<file path="src/rtl/gmw_pkg.sv">
// Shared types and constants for the GPIO masked-write interrupt unit.
`default_nettype none

package gmw_pkg;

    localparam int DATA_W       = 32;
    localparam int HALF_W       = 16;
    localparam int NUM_PINS_DEF = 32;
    localparam int CFG_IDX_W    = 3;

    typedef enum logic [1:0] {
        ACT_READ   = 2'd0,
        ACT_WRITE  = 2'd1,
        ACT_SAMPLE = 2'd2,
        ACT_NOP    = 2'd3
    } t_action;

    typedef enum logic [3:0] {
        REG_PENDING = 4'd0,
        REG_PINS    = 4'd1,
        REG_OUT     = 4'd2,
        REG_OUT_LO  = 4'd3,
        REG_OUT_HI  = 4'd4,
        REG_OE      = 4'd5,
        REG_OE_LO   = 4'd6,
        REG_OE_HI   = 4'd7
    } t_reg_sel;

    typedef enum logic [CFG_IDX_W-1:0] {
        CFG_IRQ_ENABLE  = 3'd0,
        CFG_TRIG_RISE   = 3'd1,
        CFG_TRIG_FALL   = 3'd2,
        CFG_TRIG_LVL_HI = 3'd3,
        CFG_TRIG_LVL_LO = 3'd4
    } t_cfg_idx;

    typedef struct packed {
        logic [DATA_W-1:0] irq_enable;
        logic [DATA_W-1:0] trig_rising;
        logic [DATA_W-1:0] trig_falling;
        logic [DATA_W-1:0] trig_level_high;
        logic [DATA_W-1:0] trig_level_low;
    } t_cfg;

    typedef struct packed {
        logic [DATA_W-1:0] read_data;
        logic [DATA_W-1:0] out_value;
        logic [DATA_W-1:0] out_enable;
        logic [DATA_W-1:0] irq_lines;
        logic              bad_register;
    } t_rsp;

endpackage

`default_nettype wire

</file>
<file path="src/rtl/gmw_req_if.sv">
// Request channel: bus access or pin sample, valid/ready handshake.
`default_nettype none

interface gmw_req_if;
    logic        valid;
    logic        ready;
    logic [1:0]  action;
    logic [3:0]  reg_select;
    logic [31:0] write_data;
    logic [31:0] pins_in;

    modport source (output valid, action, reg_select, write_data, pins_in, input ready);
    modport sink   (input valid, action, reg_select, write_data, pins_in, output ready);
endinterface

`default_nettype wire

</file>
<file path="src/rtl/gmw_rsp_if.sv">
// Result channel: read data and output/interrupt status, valid/ready handshake.
`default_nettype none

interface gmw_rsp_if;
    logic        valid;
    logic        ready;
    logic [31:0] read_data;
    logic [31:0] out_value;
    logic [31:0] out_enable;
    logic [31:0] irq_lines;
    logic        bad_register;

    modport source (output valid, read_data, out_value, out_enable, irq_lines, bad_register,
                    input ready);
    modport sink   (input valid, read_data, out_value, out_enable, irq_lines, bad_register,
                    output ready);
endinterface

`default_nettype wire

</file>
<file path="src/rtl/gmw_cfg.sv">
// Interrupt enable and trigger configuration registers.
`default_nettype none

module gmw_cfg
    import gmw_pkg::*;
(
    input  wire                 i_clk,
    input  wire                 i_rst_n,
    input  wire                 i_we,
    input  wire [CFG_IDX_W-1:0] i_index,
    input  wire [DATA_W-1:0]    i_data,
    output t_cfg                o_cfg
);

    t_cfg r_cfg;
    t_cfg n_cfg;

    always_comb begin
        n_cfg = r_cfg;
        if (i_we) begin
            case (t_cfg_idx'(i_index))
                CFG_IRQ_ENABLE:  n_cfg.irq_enable      = i_data;
                CFG_TRIG_RISE:   n_cfg.trig_rising     = i_data;
                CFG_TRIG_FALL:   n_cfg.trig_falling    = i_data;
                CFG_TRIG_LVL_HI: n_cfg.trig_level_high = i_data;
                CFG_TRIG_LVL_LO: n_cfg.trig_level_low  = i_data;
                default:         n_cfg = r_cfg;
            endcase
        end
    end

    always_ff @(posedge i_clk) begin
        if (!i_rst_n) begin
            r_cfg <= '0;
        end else begin
            r_cfg <= n_cfg;
        end
    end

    assign o_cfg = r_cfg;

endmodule

`default_nettype wire

</file>
<file path="src/rtl/gmw_dp.sv">
// GPIO state registers with next-state and result logic for one request.
`default_nettype none

module gmw_dp
    import gmw_pkg::*;
#(
    parameter int NUM_PINS = NUM_PINS_DEF
) (
    input  wire              i_clk,
    input  wire              i_rst_n,
    input  wire              i_fire,
    input  wire [1:0]        i_action,
    input  wire [3:0]        i_reg_select,
    input  wire [DATA_W-1:0] i_write_data,
    input  wire [DATA_W-1:0] i_pins_in,
    input  t_cfg             i_cfg,
    output t_rsp             o_rsp
);

    logic [NUM_PINS-1:0] r_pin_level, n_pin_level;
    logic [NUM_PINS-1:0] r_drive_value, n_drive_value;
    logic [NUM_PINS-1:0] r_drive_enable, n_drive_enable;
    logic [NUM_PINS-1:0] r_pending, n_pending;

    logic [DATA_W-1:0]   dv_ext, de_ext;
    logic [DATA_W-1:0]   sel_lo, val_lo, sel_hi, val_hi;
    logic [DATA_W-1:0]   dv_lo, dv_hi, de_lo, de_hi;
    logic [NUM_PINS-1:0] now, hits;
    logic [DATA_W-1:0]   rd;
    logic                bad;
    logic                sel_ok;

    assign dv_ext = DATA_W'(r_drive_value);
    assign de_ext = DATA_W'(r_drive_enable);

    // masked half writes: mask in upper half of the data, values in lower half
    assign sel_lo = {{HALF_W{1'b0}}, i_write_data[DATA_W-1:HALF_W]};
    assign val_lo = {{HALF_W{1'b0}}, i_write_data[HALF_W-1:0]};
    assign sel_hi = {i_write_data[DATA_W-1:HALF_W], {HALF_W{1'b0}}};
    assign val_hi = {i_write_data[HALF_W-1:0], {HALF_W{1'b0}}};

    assign dv_lo = (dv_ext & ~sel_lo) | (val_lo & sel_lo);
    assign dv_hi = (dv_ext & ~sel_hi) | (val_hi & sel_hi);
    assign de_lo = (de_ext & ~sel_lo) | (val_lo & sel_lo);
    assign de_hi = (de_ext & ~sel_hi) | (val_hi & sel_hi);

    assign now  = i_pins_in[NUM_PINS-1:0];
    assign hits = (~r_pin_level & now & i_cfg.trig_rising[NUM_PINS-1:0])
                | (r_pin_level & ~now & i_cfg.trig_falling[NUM_PINS-1:0])
                | (now & i_cfg.trig_level_high[NUM_PINS-1:0])
                | (~now & i_cfg.trig_level_low[NUM_PINS-1:0]);

    assign sel_ok = (i_reg_select <= 4'(REG_OE_HI));

    always_comb begin
        n_pin_level    = r_pin_level;
        n_drive_value  = r_drive_value;
        n_drive_enable = r_drive_enable;
        n_pending      = r_pending;
        rd             = '0;
        bad            = 1'b0;
        case (t_action'(i_action))
            ACT_READ: begin
                bad = !sel_ok;
                case (t_reg_sel'(i_reg_select))
                    REG_PENDING: rd = DATA_W'(r_pending);
                    REG_PINS:    rd = DATA_W'(r_pin_level);
                    REG_OUT:     rd = dv_ext;
                    REG_OUT_LO:  rd = {{HALF_W{1'b0}}, dv_ext[HALF_W-1:0]};
                    REG_OUT_HI:  rd = {{HALF_W{1'b0}}, dv_ext[DATA_W-1:HALF_W]};
                    REG_OE:      rd = de_ext;
                    REG_OE_LO:   rd = {{HALF_W{1'b0}}, de_ext[HALF_W-1:0]};
                    REG_OE_HI:   rd = {{HALF_W{1'b0}}, de_ext[DATA_W-1:HALF_W]};
                    default:     rd = '0;
                endcase
            end
            ACT_WRITE: begin
                bad = !sel_ok;
                case (t_reg_sel'(i_reg_select))
                    REG_PENDING: n_pending      = r_pending & ~i_write_data[NUM_PINS-1:0];
                    REG_OUT:     n_drive_value  = i_write_data[NUM_PINS-1:0];
                    REG_OUT_LO:  n_drive_value  = dv_lo[NUM_PINS-1:0];
                    REG_OUT_HI:  n_drive_value  = dv_hi[NUM_PINS-1:0];
                    REG_OE:      n_drive_enable = i_write_data[NUM_PINS-1:0];
                    REG_OE_LO:   n_drive_enable = de_lo[NUM_PINS-1:0];
                    REG_OE_HI:   n_drive_enable = de_hi[NUM_PINS-1:0];
                    default:     n_pending      = r_pending;
                endcase
            end
            ACT_SAMPLE: begin
                n_pending   = r_pending | hits;
                n_pin_level = now;
            end
            default: begin
                n_pending = r_pending;
            end
        endcase
    end

    always_ff @(posedge i_clk) begin
        if (!i_rst_n) begin
            r_pin_level    <= '0;
            r_drive_value  <= '0;
            r_drive_enable <= '0;
            r_pending      <= '0;
        end else if (i_fire) begin
            r_pin_level    <= n_pin_level;
            r_drive_value  <= n_drive_value;
            r_drive_enable <= n_drive_enable;
            r_pending      <= n_pending;
        end
    end

    assign o_rsp.read_data    = rd;
    assign o_rsp.out_value    = DATA_W'(n_drive_value);
    assign o_rsp.out_enable   = DATA_W'(n_drive_enable);
    assign o_rsp.irq_lines    = DATA_W'(n_pending & i_cfg.irq_enable[NUM_PINS-1:0]);
    assign o_rsp.bad_register = bad;

endmodule

`default_nettype wire

</file>
<file path="src/rtl/gpio_masked_write_irq_unit.sv">
// GPIO register block: masked output writes and edge/level interrupts (top level).
// Takes one request per clock unless results back up: bus read, bus write, pin
// sample or no-op. A request is held in an input register, processed against the
// GPIO state and its result placed in an output register, so the result is valid
// after the request has passed the input register and the result the output
// register; throughput is one request per cycle while results are taken; when a
// result waits, the input register holds one more request and then the input
// stalls until the result is taken. Pending interrupt bits are cleared by writing
// 1s to the pending register. Configuration writes take effect on the next clock.
`default_nettype none

module gpio_masked_write_irq_unit
    import gmw_pkg::*;
#(
    parameter int NUM_PINS = NUM_PINS_DEF
) (
    input  wire                 i_clk,
    input  wire                 i_rst_n,
    gmw_req_if.sink             i_req,
    gmw_rsp_if.source           o_rsp,
    input  wire                 i_cfg_we,
    input  wire [CFG_IDX_W-1:0] i_cfg_index,
    input  wire [DATA_W-1:0]    i_cfg_data
);

    logic              r_in_vld;
    logic [1:0]        r_in_action;
    logic [3:0]        r_in_reg_select;
    logic [DATA_W-1:0] r_in_write_data;
    logic [DATA_W-1:0] r_in_pins_in;
    logic              r_out_vld;
    t_rsp              r_out;

    t_cfg cfg;
    t_rsp rsp;
    logic adv;
    logic fire;
    logic take;

    assign adv  = !r_out_vld || o_rsp.ready;
    assign fire = r_in_vld && adv;
    assign i_req.ready = !r_in_vld || adv;
    assign take = i_req.valid && i_req.ready;

    gmw_cfg u_cfg (
        .i_clk   (i_clk),
        .i_rst_n (i_rst_n),
        .i_we    (i_cfg_we),
        .i_index (i_cfg_index),
        .i_data  (i_cfg_data),
        .o_cfg   (cfg)
    );

    gmw_dp #(
        .NUM_PINS (NUM_PINS)
    ) u_dp (
        .i_clk        (i_clk),
        .i_rst_n      (i_rst_n),
        .i_fire       (fire),
        .i_action     (r_in_action),
        .i_reg_select (r_in_reg_select),
        .i_write_data (r_in_write_data),
        .i_pins_in    (r_in_pins_in),
        .i_cfg        (cfg),
        .o_rsp        (rsp)
    );

    always_ff @(posedge i_clk) begin
        if (!i_rst_n) begin
            r_in_vld  <= 1'b0;
            r_out_vld <= 1'b0;
        end else begin
            if (i_req.ready) begin
                r_in_vld <= i_req.valid;
            end
            if (adv) begin
                r_out_vld <= r_in_vld;
            end
        end
    end

    always_ff @(posedge i_clk) begin
        if (take) begin
            r_in_action     <= i_req.action;
            r_in_reg_select <= i_req.reg_select;
            r_in_write_data <= i_req.write_data;
            r_in_pins_in    <= i_req.pins_in;
        end
        if (fire) begin
            r_out <= rsp;
        end
    end

    assign o_rsp.valid        = r_out_vld;
    assign o_rsp.read_data    = r_out.read_data;
    assign o_rsp.out_value    = r_out.out_value;
    assign o_rsp.out_enable   = r_out.out_enable;
    assign o_rsp.irq_lines    = r_out.irq_lines;
    assign o_rsp.bad_register = r_out.bad_register;

    a_fire_gives_result: assert property (@(posedge i_clk) disable iff (!i_rst_n)
        fire |=> r_out_vld)
        else $error("processed request produced no result");

    a_stall_keeps_req: assert property (@(posedge i_clk) disable iff (!i_rst_n)
        (r_in_vld && !adv) |=> (r_in_vld && $stable(r_in_write_data)))
        else $error("held request lost during output stall");

    a_ready_when_empty: assert property (@(posedge i_clk) disable iff (!i_rst_n)
        !r_out_vld |-> i_req.ready)
        else $error("input stalled with empty result register");

    a_irq_masked: assert property (@(posedge i_clk) disable iff (!i_rst_n)
        r_out_vld |-> ((r_out.irq_lines & ~cfg.irq_enable) == '0))
        else $error("interrupt line raised on a disabled pin");

endmodule

`default_nettype wire

</file>
<file path="src/flat_wrapper.sv">
// flat-port wrapper written by rule: the top's interface ports become plain ports
module gpio_masked_write_irq_unit_flat import gmw_pkg::*;
#(
    parameter int NUM_PINS = NUM_PINS_DEF
)
  (i_clk, i_rst_n, i_cfg_we, i_cfg_index, i_cfg_data, i_req_valid, i_req_action, i_req_reg_select, i_req_write_data, i_req_pins_in, i_req_ready, o_rsp_valid, o_rsp_read_data, o_rsp_out_value, o_rsp_out_enable, o_rsp_irq_lines, o_rsp_bad_register, o_rsp_ready);
  gmw_req_if i_req_i ();
  gmw_rsp_if o_rsp_i ();
  input  wire i_clk;
  input  wire i_rst_n;
  input  wire i_cfg_we;
  input  wire [CFG_IDX_W-1:0] i_cfg_index;
  input  wire [DATA_W-1:0] i_cfg_data;
  input wire logic [$bits(i_req_i.valid)-1:0] i_req_valid;
  input wire logic [$bits(i_req_i.action)-1:0] i_req_action;
  input wire logic [$bits(i_req_i.reg_select)-1:0] i_req_reg_select;
  input wire logic [$bits(i_req_i.write_data)-1:0] i_req_write_data;
  input wire logic [$bits(i_req_i.pins_in)-1:0] i_req_pins_in;
  output wire logic [$bits(i_req_i.ready)-1:0] i_req_ready;
  output wire logic [$bits(o_rsp_i.valid)-1:0] o_rsp_valid;
  output wire logic [$bits(o_rsp_i.read_data)-1:0] o_rsp_read_data;
  output wire logic [$bits(o_rsp_i.out_value)-1:0] o_rsp_out_value;
  output wire logic [$bits(o_rsp_i.out_enable)-1:0] o_rsp_out_enable;
  output wire logic [$bits(o_rsp_i.irq_lines)-1:0] o_rsp_irq_lines;
  output wire logic [$bits(o_rsp_i.bad_register)-1:0] o_rsp_bad_register;
  input wire logic [$bits(o_rsp_i.ready)-1:0] o_rsp_ready;
  assign i_req_i.valid = i_req_valid;
  assign i_req_i.action = i_req_action;
  assign i_req_i.reg_select = i_req_reg_select;
  assign i_req_i.write_data = i_req_write_data;
  assign i_req_i.pins_in = i_req_pins_in;
  assign i_req_ready = i_req_i.ready;
  assign o_rsp_valid = o_rsp_i.valid;
  assign o_rsp_read_data = o_rsp_i.read_data;
  assign o_rsp_out_value = o_rsp_i.out_value;
  assign o_rsp_out_enable = o_rsp_i.out_enable;
  assign o_rsp_irq_lines = o_rsp_i.irq_lines;
  assign o_rsp_bad_register = o_rsp_i.bad_register;
  assign o_rsp_i.ready = o_rsp_ready;
  gpio_masked_write_irq_unit #(.NUM_PINS(NUM_PINS)) u_core (.i_clk(i_clk), .i_rst_n(i_rst_n), .i_req(i_req_i), .o_rsp(o_rsp_i), .i_cfg_we(i_cfg_we), .i_cfg_index(i_cfg_index), .i_cfg_data(i_cfg_data));
endmodule
</file>
<file path="config.mk">
export PLATFORM = sky130hd
export DESIGN_NAME = gpio_masked_write_irq_unit_flat
export DESIGN_NICKNAME = d
export VERILOG_FILES = /design/src/rtl/gmw_pkg.sv /design/src/rtl/gmw_req_if.sv /design/src/rtl/gmw_rsp_if.sv /design/src/rtl/gmw_cfg.sv /design/src/rtl/gmw_dp.sv /design/src/rtl/gpio_masked_write_irq_unit.sv /design/src/flat_wrapper.sv
export SDC_FILE = /design/constraint.sdc
export NUM_CORES = 1
export LEC_CHECK = 0
export BUFFER_PORTS_ARGS = -buffer_cell sky130_fd_sc_hd__buf_4
export CAP_MARGIN = 20
export CELL_PAD_IN_SITES_DETAIL_PLACEMENT = 1
export CELL_PAD_IN_SITES_GLOBAL_PLACEMENT = 1
export CORE_MARGIN = 3
export CORE_UTILIZATION = 40
export DETAILED_ROUTE_END_ITERATION = 8
export HOLD_SLACK_MARGIN = 0.03
export MAX_ROUTING_LAYER = met4
export PLACE_DENSITY = 0.73
export SLEW_MARGIN = 20
export SYNTH_ARGS = -nofsm -noshare
export SYNTH_HDL_FRONTEND = slang
export SYNTH_HIERARCHICAL = 1
export SYNTH_SLANG_ARGS = --single-unit
</file>
<file path="constraint.sdc">
create_clock -name i_clk -period 8.75 [get_ports i_clk]
set_clock_uncertainty 0.15 [all_clocks]
set_input_delay 1.75 -clock i_clk [delete_from_list [all_inputs] [get_ports i_clk]]
set_output_delay 1.75 -clock i_clk [all_outputs]
set_load 0.005 [all_outputs]
</file>
==> results of run 1 <==
[per-stage QoR]
step | utilization, % | total power, mW
final | 48.15 | 4.965
after global routing | 48.14 | 5.137
after CTS | 48.11 | 5.005
after detailed placement | 45.00 | 2.908
after global placement | 45.00 | 2.894
after floorplan | - | 2.725
[cells by family (layout without fill, tap and decap cells)]
family          after synthesis  in the layout
compound gates              572            572
buf+inv                     204            402
other cells                   0              1
simple gates                520            520
flops                       489            489
fa+ha+maj                     3              3
mux                         208            208
[worst max-delay path: cells and delay by family]
family	cells	cell delay, ns
buffers and inverters	2	0.95
AOI/OAI and AO/OA	1	0.20
and+or+nand+nor	4	1.62
[power by group]
| group | total (mW) | switching, mW | leakage (nW) | internal (mW) |
|---|---|---|---|---|
| sequential | 2.53 | 0.0845 | 4.29 | 2.45 |
| clock | 2.10 | 0.943 | 0.782 | 1.16 |
| combinational | 0.333 | 0.208 | 4.64 | 0.125 |
| total | 4.96 | 1.23 | 9.71 | 3.73 |
[layout make-up]
class                      instances  area (µm²)  area share [%]
antenna                            1       2.502         0.01003
tap                              680       850.8           3.410
timing repair buffer             266        2023           8.109
clock buffer                      67        1388           5.561
inverter                          39       146.4          0.5867
sequential                       489       11780           47.22
clock inverter                    30       225.2          0.9027
multi-input combinational       1303        8533           34.20
[cell usage in the layout, fill, tap and decap left out, types with 31 or more instances in the layout]
cell                          n
sky130_fd_sc_hd__nand2_1    345
sky130_fd_sc_hd__dfxtp_1    290
sky130_fd_sc_hd__buf_4      262
sky130_fd_sc_hd__edfxtp_1   199
sky130_fd_sc_hd__mux2i_1    160
sky130_fd_sc_hd__a21oi_1    132
sky130_fd_sc_hd__o21ai_0    126
sky130_fd_sc_hd__o21a_1      66
sky130_fd_sc_hd__nand2b_1    57
sky130_fd_sc_hd__clkbuf_16   52
sky130_fd_sc_hd__mux2_2      48
sky130_fd_sc_hd__o211ai_1    42
sky130_fd_sc_hd__nand3_1     39
sky130_fd_sc_hd__inv_1       38
sky130_fd_sc_hd__a22oi_1     33
sky130_fd_sc_hd__a211oi_1    32
sky130_fd_sc_hd__a311oi_1    32
sky130_fd_sc_hd__a222oi_1    31
[metal layers]
metal	routed length [µm]	up-vias	share of wire (%)	GRT usage, %
met1	32240	8705	43	35.06
met4	2633	0	3.5	9.052
met2	34910	671	47	41.90
met5	0	-	0	-
li1	-	7678	-	-
met3	4650	142	6.2	4.010
[cell usage after synthesis, types with 5 or more instances]
| master | number | share of area, % |
|---|---|---|
| sky130_fd_sc_hd__and3b_1 | 18 | 0.74 |
| sky130_fd_sc_hd__a41oi_1 | 16 | 0.66 |
| sky130_fd_sc_hd__nand2b_1 | 57 | 1.7 |
| sky130_fd_sc_hd__nor2_1 | 12 | 0.21 |
| sky130_fd_sc_hd__a32o_1 | 21 | 0.99 |
| sky130_fd_sc_hd__o21ai_0 | 126 | 3.0 |
| sky130_fd_sc_hd__a211oi_1 | 32 | 1.1 |
| sky130_fd_sc_hd__nand4_1 | 16 | 0.47 |
| sky130_fd_sc_hd__mux2_2 | 48 | 2.6 |
| sky130_fd_sc_hd__a222oi_1 | 31 | 1.5 |
| sky130_fd_sc_hd__o21a_1 | 66 | 2.3 |
| sky130_fd_sc_hd__buf_1 | 5 | 0.089 |
| sky130_fd_sc_hd__o211ai_1 | 42 | 1.5 |
| sky130_fd_sc_hd__buf_2 | 37 | 0.87 |
| sky130_fd_sc_hd__a311oi_1 | 32 | 1.3 |
| sky130_fd_sc_hd__o31ai_1 | 10 | 0.35 |
| sky130_fd_sc_hd__buf_4 | 19 | 0.67 |
| sky130_fd_sc_hd__edfxtp_1 | 199 | 28 |
| sky130_fd_sc_hd__nor3b_1 | 5 | 0.18 |
| sky130_fd_sc_hd__mux2i_1 | 160 | 7.6 |
| sky130_fd_sc_hd__inv_1 | 38 | 0.67 |
| sky130_fd_sc_hd__clkbuf_1 | 99 | 1.8 |
| sky130_fd_sc_hd__dfxtp_1 | 290 | 27 |
| sky130_fd_sc_hd__nand3_1 | 39 | 0.92 |
| sky130_fd_sc_hd__a21oi_1 | 133 | 3.1 |
| sky130_fd_sc_hd__nand2_1 | 347 | 6.1 |
| sky130_fd_sc_hd__a21o_1 | 21 | 0.74 |
| sky130_fd_sc_hd__a22oi_1 | 33 | 1.2 |
[how the worst max path moves through the flow]
stage | end | slack (ns) | depth (start not counted)
floorplan | u_core/u_dp/dv_ext[13] | 2.18 | 8
global placement | u_core/u_dp/r_pending[26] | 3.98 | 7
detailed placement | u_core/u_dp/de_ext[23] | 3.88 | 7
CTS | u_core/u_dp/de_ext[23] | 4.53 | 7
global route | u_core/u_dp/de_ext[23] | 4.32 | 7
finish | u_core/u_dp/de_ext[23] | 4.52 | 7
==> results.md, run 1 <==
- Final routed wirelength across all metal layers: 74.43 mm
- Proportion of synthesized flip-flops having asynchronous set or reset: 0%
- Number of distinct library cells after synthesis: 55
- Placer's final routability congestion estimate: just under 0.9
- Yosys warnings: 6
- Clock latency on the worst-skew pair: between 0.6 and 0.7 ns
- Setup slack of the critical path after layout: approximately 4.5 ns
- Post-synth EDFFs: 199
- Vert. Die Dim: 236.1 µm
- Final cell count without fillers: roughly 2900
- Top flip-flop cell by instance count after synthesis: sky130_fd_sc_hd__dfxtp_1
- Number of maximum-capacitance violations: 0
- Delay of the slowest critical-path stage: 0.85 ns
- Cell count after synthesis: 1996
- Accumulated negative setup slack: 0 ns
- Post-route DRC: 0
- Arrival time of the worst setup path: 4.59 ns
- Fill cell total of the finished layout: 5595
- Core ar.: 51820 µm²
- Power Density: 199.0 nW/µm²
- Area fraction in compound gates after synthesis: 18.12%
- Final worst-path cycle share: 48.32%
- Average vias per placed instance: between 5 and 6
- Worst R2R Path Depth: 5
- Worst hold stages: 2
- Worst setup slack for register-to-register paths: 5.28 ns
- Part of the Yosys area used for sequential elements: between 50% and 60%
- Clock tree from TritonCTS: yes
- Total iterations of the first detailed-routing run: 8
- Xor/xnor share of the synthesized area: 0%
- Slowest cell on the critical path: sky130_fd_sc_hd__buf_4
- Critical Path Start Type: input port
- Worst reg2reg startpoint: u_core/r_in_vld
- Net count, final: 2264
- Post-CTS Setup Repair Bufs: 0
- Global-route wire length before repair: 110.7 mm
- Simple-gate portion of the synthesized area: 11.66%
- Critical path class: input port to flip-flop
- Result of the run: completed
- Minimum period implied by the final worst setup slack: between 4 and 5 ns
- Setup WS pre-CTS: 3.884 ns
- Clock Path Buffers: 3
- Area added between synthesis and finish: 17.79%
- Critical hold path startpoint: u_core/u_cfg/o_cfg[56]
- Largest family of logic cells by synthesized area: compound AO/OA/AOI/OAI gates
- Quantity of gates resized following cts: 0
- Kind of end point of the critical path: flip-flop
- Share of layout cells above drive strength 1: 18.87%
- Detailed placement HPWL: 50.29 mm
- Required time at the worst-slack endpoint: 9.11 ns
- Post-synth design cell area: 21180 µm²
- Leakage power: 9.713 nW
- Number of antenna-violating nets in the routed design: 0
- Number of ports placed on the die boundary: approximately 240
- Final-layout worst hold slack: 0.3126 ns
- Rel. slew slack: 28.94%
- Floorplan die width: 236.1 µm
- Vias post-DR: 17200
- #FFs+latches synth: 489
- Vias in the first global route: 17300
- Hold-fix buffers, CTS: 0
- Maximum number of pins on one net before global-route repair: 157
- Placed Instances: 2776
- Unrepaired setup endpoints after global routing: false
- Worst Hold Path EP: u_core/u_cfg/o_cfg[56]
- Total routing resource utilization after global routing: 26.56%
- Number of flip-flops under the largest register name: 160
- Average detailed-routed wire length per instance: 25.89 µm
- CTS clock-pin slew for the worst setup and hold paths: 0.07 ns
- Die area: 55760 µm²
- Pins over their slew limit: 0
- Worst VDD drop: 123.7 µV
- Final number of setup-violating endpoints: 0
- Multiplexer share of the synthesized area: 10.11%
- Cell area reported after detailed placement: about 23000 µm²
- Syn nets: 2109
- Total number of placement rows: 83
- Ordered list of cells on the worst path: buf_4 > nor2b_4 > nor2b_4 > buf_4 > nand2_1 > and3_1 > a31o_2
- Drt first-iter violations: ~1700
- Starting density of the core: 40.88%
- Root buffer cell: sky130_fd_sc_hd__clkbuf_16
- Start point of the critical path: o_rsp_ready
- H-Tree Level Count: 2
- Area of all placed cells without fillers: 24950 µm²
- Final hold violation count: 0
- Top fanout value on the critical path: 89
- Post-synthesis area per instance: 10.61 µm²
- Cts bufs inserted: 52
- R2r endpoint: u_core/u_dp/de_ext[23]
- Total number of clock tree sinks: 489
- Maximum clock frequency: 0.2365 GHz
- Grt ovf: 0
- Total of buffers placed on input and output ports: 240
- Worst slew pin tran: 1.066 ns
- Class of the tightest hold or removal check: flip-flop to flip-flop
- Initial antenna violation count: 0
- Post-Synth Adder-Cell Area: 0.1772%
No activity file was read; power rests on OpenSTA's default activity.
==> run 2, diff against run 1 <==
Settings changed: ABC_AREA set to 1, PLACE_DENSITY 0.73 to 0.74.
Clock period 8.75 ns to 4.1 ns, I/O delays scaled along.
==> run 2 against run 1 <==
Against the previous run: via count grew 19%; clock power grew 140%; combinational power grew to 3.6 times the previous value; non-clock buffer count grew 11; critical endpoint is now u_core/u_dp/dv_ext[1].
==> results.md, run 2 <==
- Result of the run: completed (unchanged)
- Worst VDD drop: 313.0 µV (was 123.7 µV)
- Total of buffers placed on input and output ports: 240 (unchanged)
- Clock Path Buffers: 3 (unchanged)
- Cell count after synthesis: 2797 (was 1996)
- Post-synth EDFFs: 199 (unchanged)
- Xor/xnor share of the synthesized area: 0% (unchanged)
- Power Density: 451.6 nW/µm² (was 199.0 nW/µm²)
- Placer's final routability congestion estimate: 0.9639 (was 0.8954)
- Wire length on met3: 4.898 mm (was 4.650 mm)
- Quantity of gates resized following cts: 0 (unchanged)
- Cell types with the largest area share after synthesis: sky130_fd_sc_hd__edfxtp_1, sky130_fd_sc_hd__dfxtp_1, sky130_fd_sc_hd__nand2_1 (was sky130_fd_sc_hd__edfxtp_1, sky130_fd_sc_hd__dfxtp_1, sky130_fd_sc_hd__mux2i_1)
- Global-route wire length before repair: 123.9 mm (was 110.7 mm)
- Post-Synth Adder-Cell Area: 0.1716% (was 0.1772%)
- Kind of end point of the critical path: flip-flop (unchanged)
- Grt ovf: 0 (unchanged)
- Setup WS pre-CTS: 1.329 ns (was 3.884 ns)
- Post-Route Utilization: 48.53% (was 48.15%)
- Required time at the worst-slack endpoint: 4.45 ns (was 9.11 ns)
- Inserted Diodes: 0 (was 1)
- Arrival time of the worst setup path: 3.24 ns (was 4.59 ns)
- Detailed placement HPWL: 58.03 mm (was 50.29 mm)
- Area added between synthesis and finish: 19.61% (was 17.79%)
- Number of ports placed on the die boundary: 241 (unchanged)
- Accumulated negative setup slack: 0 ns (unchanged)
- Starting density of the core: 40.57% (was 40.88%)
- Share of layout cells above drive strength 1: 12.90% (was 18.87%)
- Worst hold stages: 1 (was 2)
- Ordered list of cells on the worst path: nor2_2 > nand2_2 > a21oi_4 > buf_12 > nand2_1 > nand2_1 > nand3_1 > nand2_1 > inv_1 (was buf_4 > nor2b_4 > nor2b_4 > buf_4 > nand2_1 > and3_1 > a31o_2)
- Area fraction in compound gates after synthesis: 10.63% (was 18.12%)
- Cell with the most instances after synthesis: sky130_fd_sc_hd__nand2_1 (unchanged)
- Post-synthesis area per instance: 7.821 µm² (was 10.61 µm²)
- Final routed wirelength across all metal layers: 82.72 mm (was 74.43 mm)
- Hold-fix buffers, CTS: 0 (unchanged)
- Total number of placement rows: 85 (was 83)
- Post-synth design cell area: 21870 µm² (was 21180 µm²)
- Proportion of synthesized flip-flops having asynchronous set or reset: 0% (unchanged)
- Rel. slew slack: 24.87% (was 28.94%)
- Die area: 57530 µm² (was 55760 µm²)
- Top flip-flop cell by instance count after synthesis: sky130_fd_sc_hd__dfxtp_1 (unchanged)
- Worst slew pin tran: 1.124 ns (was 1.066 ns)
- Commonest non-fill, non-tap cells in the layout: sky130_fd_sc_hd__nand2_1, sky130_fd_sc_hd__nor2_1, sky130_fd_sc_hd__nand3_1 (was sky130_fd_sc_hd__nand2_1, sky130_fd_sc_hd__dfxtp_1, sky130_fd_sc_hd__buf_4)
- Largest family of logic cells by synthesized area: simple AND/OR/NAND/NOR gates (was compound AO/OA/AOI/OAI gates)
- Delay of the slowest critical-path stage: 0.55 ns (was 0.85 ns)
- Most prevalent standard cell on the critical path: sky130_fd_sc_hd__nand2_1
- Number of distinct library cells after synthesis: 25 (was 55)
- Critical path class: flip-flop to flip-flop (was input port to flip-flop)
- Class of the tightest hold or removal check: input port to flip-flop (was flip-flop to flip-flop)
- Root buffer cell: sky130_fd_sc_hd__clkbuf_16 (unchanged)
- H-Tree Level Count: 2 (unchanged)
- Placed Instances: 3608 (was 2776)
- Critical Path Start Type: flip-flop (was input port)
- Cell type with the highest aggregate area in the netlist: sky130_fd_sc_hd__edfxtp_1 (unchanged)
- Worst R2R Path Depth: 9 (was 5)
- Post-route DRC: 0 (unchanged)
- Maximum number of pins on one net before global-route repair: 195 (was 157)
- Total number of clock tree sinks: 489 (unchanged)
- Net count, final: 3082 (was 2264)
- Number of flip-flops under the largest register name: 160 (unchanged)
- Vias in the first global route: 20780 (was 17300)
- M1 WL: 36.84 mm (was 32.24 mm)
- Vias post-DR: 20470 (was 17200)
- Vert. Die Dim: 239.9 µm (was 236.1 µm)
- Top routing layer used: met4 (unchanged)
- Critical hold path startpoint: i_req_pins_in[13] (was u_core/u_cfg/o_cfg[56])
- Maximum clock frequency: ~0.35 GHz
- Worst reg2reg startpoint: u_core/r_in_reg_select[3] (was u_core/r_in_vld)
- Cts bufs inserted: 55 (was 52)
- Drt first-iter violations: 1666 (was 1749)
- R2r endpoint: u_core/u_dp/dv_ext[1] (was u_core/u_dp/de_ext[23])
- Yosys warnings: 6 (unchanged)
- Worst Hold Path EP: u_core/r_in_pins_in[13] (was u_core/u_cfg/o_cfg[56])
- Average vias per placed instance: 5.516 (was 5.981)
- Total routing resource utilization after global routing: 28.99% (was 26.56%)
- Number of antenna-violating nets in the routed design: 0 (unchanged)
- Worst setup slack for register-to-register paths: 1.22 ns (was 5.28 ns)
- Part of the Yosys area used for sequential elements: 53.86% (was 55.62%)
- Most used standard cells in the synthesized netlist: sky130_fd_sc_hd__nand2_1, sky130_fd_sc_hd__nor2_1, sky130_fd_sc_hd__nand3_1 (was sky130_fd_sc_hd__nand2_1, sky130_fd_sc_hd__dfxtp_1, sky130_fd_sc_hd__edfxtp_1)
- Number of maximum-capacitance violations: 0 (unchanged)
- Top cell type's share of synthesized area: 27.32% (was 28.21%)
- Post-CTS Setup Repair Bufs: 0 (unchanged)
- CTS clock-pin slew for the worst setup and hold paths: 0.06 ns (was 0.07 ns)
- Total iterations of the first detailed-routing run: 5 (was 8)
- Routed wire length on met2: 37.07 mm (was 34.91 mm)
- #FFs+latches synth: 489 (unchanged)
- Clock latency on the worst-skew pair: 0.62 ns (about the same)
- Clock tree from TritonCTS: yes (unchanged)
- Initial antenna violation count: 0 (unchanged)
- Floorplan die width: 239.9 µm (was 236.1 µm)
- Average detailed-routed wire length per instance: 22.29 µm (was 25.89 µm)
- Final hold violation count: 0 (unchanged)
- Final number of setup-violating endpoints: 0 (unchanged)
- Pins over their slew limit: 0 (unchanged)
- Syn nets: 2910 (was 2109)
- Slowest cell on the critical path: sky130_fd_sc_hd__a21oi_4 (was sky130_fd_sc_hd__buf_4)
- Leakage power: 11.15 nW (was 9.713 nW)
- Minimum period implied by the final worst setup slack: slightly below 3 ns
- Final cell count without fillers: 3711 (was 2875)
- Top fanout value on the critical path: 32 (was 89)
- Core ar.: 53920 µm² (was 51820 µm²)
- Simple-gate portion of the synthesized area: 27.23% (was 11.66%)
- Most common cell after layout, fill and taps aside: sky130_fd_sc_hd__nand2_1 (unchanged)
- Unrepaired setup endpoints after global routing: false (unchanged)
- Setup slack of the critical path after layout: 1.219 ns (was 4.522 ns)
- Final worst-path cycle share: 70.28%
- Multiplexer share of the synthesized area: 0% (was 10.11%)
==> run 2: changes by cell type in the layout (fill, tap and decap cells not counted), moves of 40 or more <==
cell | previous run | this run
sky130_fd_sc_hd__o21a_1 | 66 | 0
sky130_fd_sc_hd__nand2b_1 | 57 | 0
sky130_fd_sc_hd__nand3_1 | 39 | 373
sky130_fd_sc_hd__mux2_2 | 48 | 0
sky130_fd_sc_hd__o21ai_1 | 2 | 42
sky130_fd_sc_hd__nand2_1 | 345 | 565
sky130_fd_sc_hd__inv_1 | 38 | 277
sky130_fd_sc_hd__nor2_1 | 12 | 454
sky130_fd_sc_hd__o22ai_1 | 0 | 62
sky130_fd_sc_hd__mux2i_1 | 160 | 0
sky130_fd_sc_hd__a21oi_1 | 132 | 181
sky130_fd_sc_hd__o21ai_0 | 126 | 86
==> run 2: critical path: cells and delay by family, from the launching register on <==
kind                   cells  cell delay, ns
AOI/OAI and AO/OA          1            0.55
buffers and inverters      2            0.31
and+or+nand+nor            6            1.30
DFF                        1            0.45
==> run 2: kinds of logic after synthesis <==
group,after synthesis
AOI/OAI and AO/OA,422
adders and majority gates,3
buffers and inverters,449
DFF,489
and+or+nand+nor,1434
==> run 2: worst max path at each step <==
stage	slack [ns]	to	from	cells past startpoint
floorplan	-0.09	u_core/u_dp/de_ext[17]	o_rsp_ready	7
global placement	1.35	u_core/o_rsp.irq_lines[8]	u_core/r_in_action[0]	7
detailed placement	1.33	u_core/o_rsp.out_value[28]	u_core/r_in_reg_select[3]	6
CTS	1.31	u_core/u_dp/dv_ext[1]	u_core/r_in_reg_select[0]	9
global route	1.03	u_core/u_dp/dv_ext[10]	u_core/r_in_reg_select[3]	9
finish	1.22	u_core/u_dp/dv_ext[1]	u_core/r_in_reg_select[3]	9
==> run 2: cell type report <==
type / count / area, µm²
clock buffers: 89 / 1687
clock inverters: 14 / 183.9
fillers: 6475 / 27760
inverters: 287 / 1077
multi-input cells: 1859 / 8386
flip-flops and latches: 489 / 11780
well taps: 696 / 870.8
repair buffers: 277 / 2180
==> run 2: where the power goes <==
group | switching [mW] | total, mW | internal [mW]
registers | 0.193 | 5.52 | 5.32
logic | 0.792 | 1.19 | 0.403
clock network | 2.05 | 5.11 | 3.05
total | 3.04 | 11.8 | 8.78
==> run 2: per-stage QoR <==
stage	total power, mW	hold slack [ns]	cell area, µm²
4_1_cts	11.89	0.1910	26170
3_3_place_gp	6.742	0.3055	24290
5_1_grt	12.23	0.1981	26170
3_5_place_dp	6.793	0.3186	24290
2_1_floorplan	6.229	0.2983	21970
6_report	11.82	0.2235	26170
==> run 2: routing by layer <==
layer	vias up	track usage, %
li1	9512	-
met1	10060	38.77
met2	727	44.22
met3	175	3.533
met4	0	13.28
met5	-	-
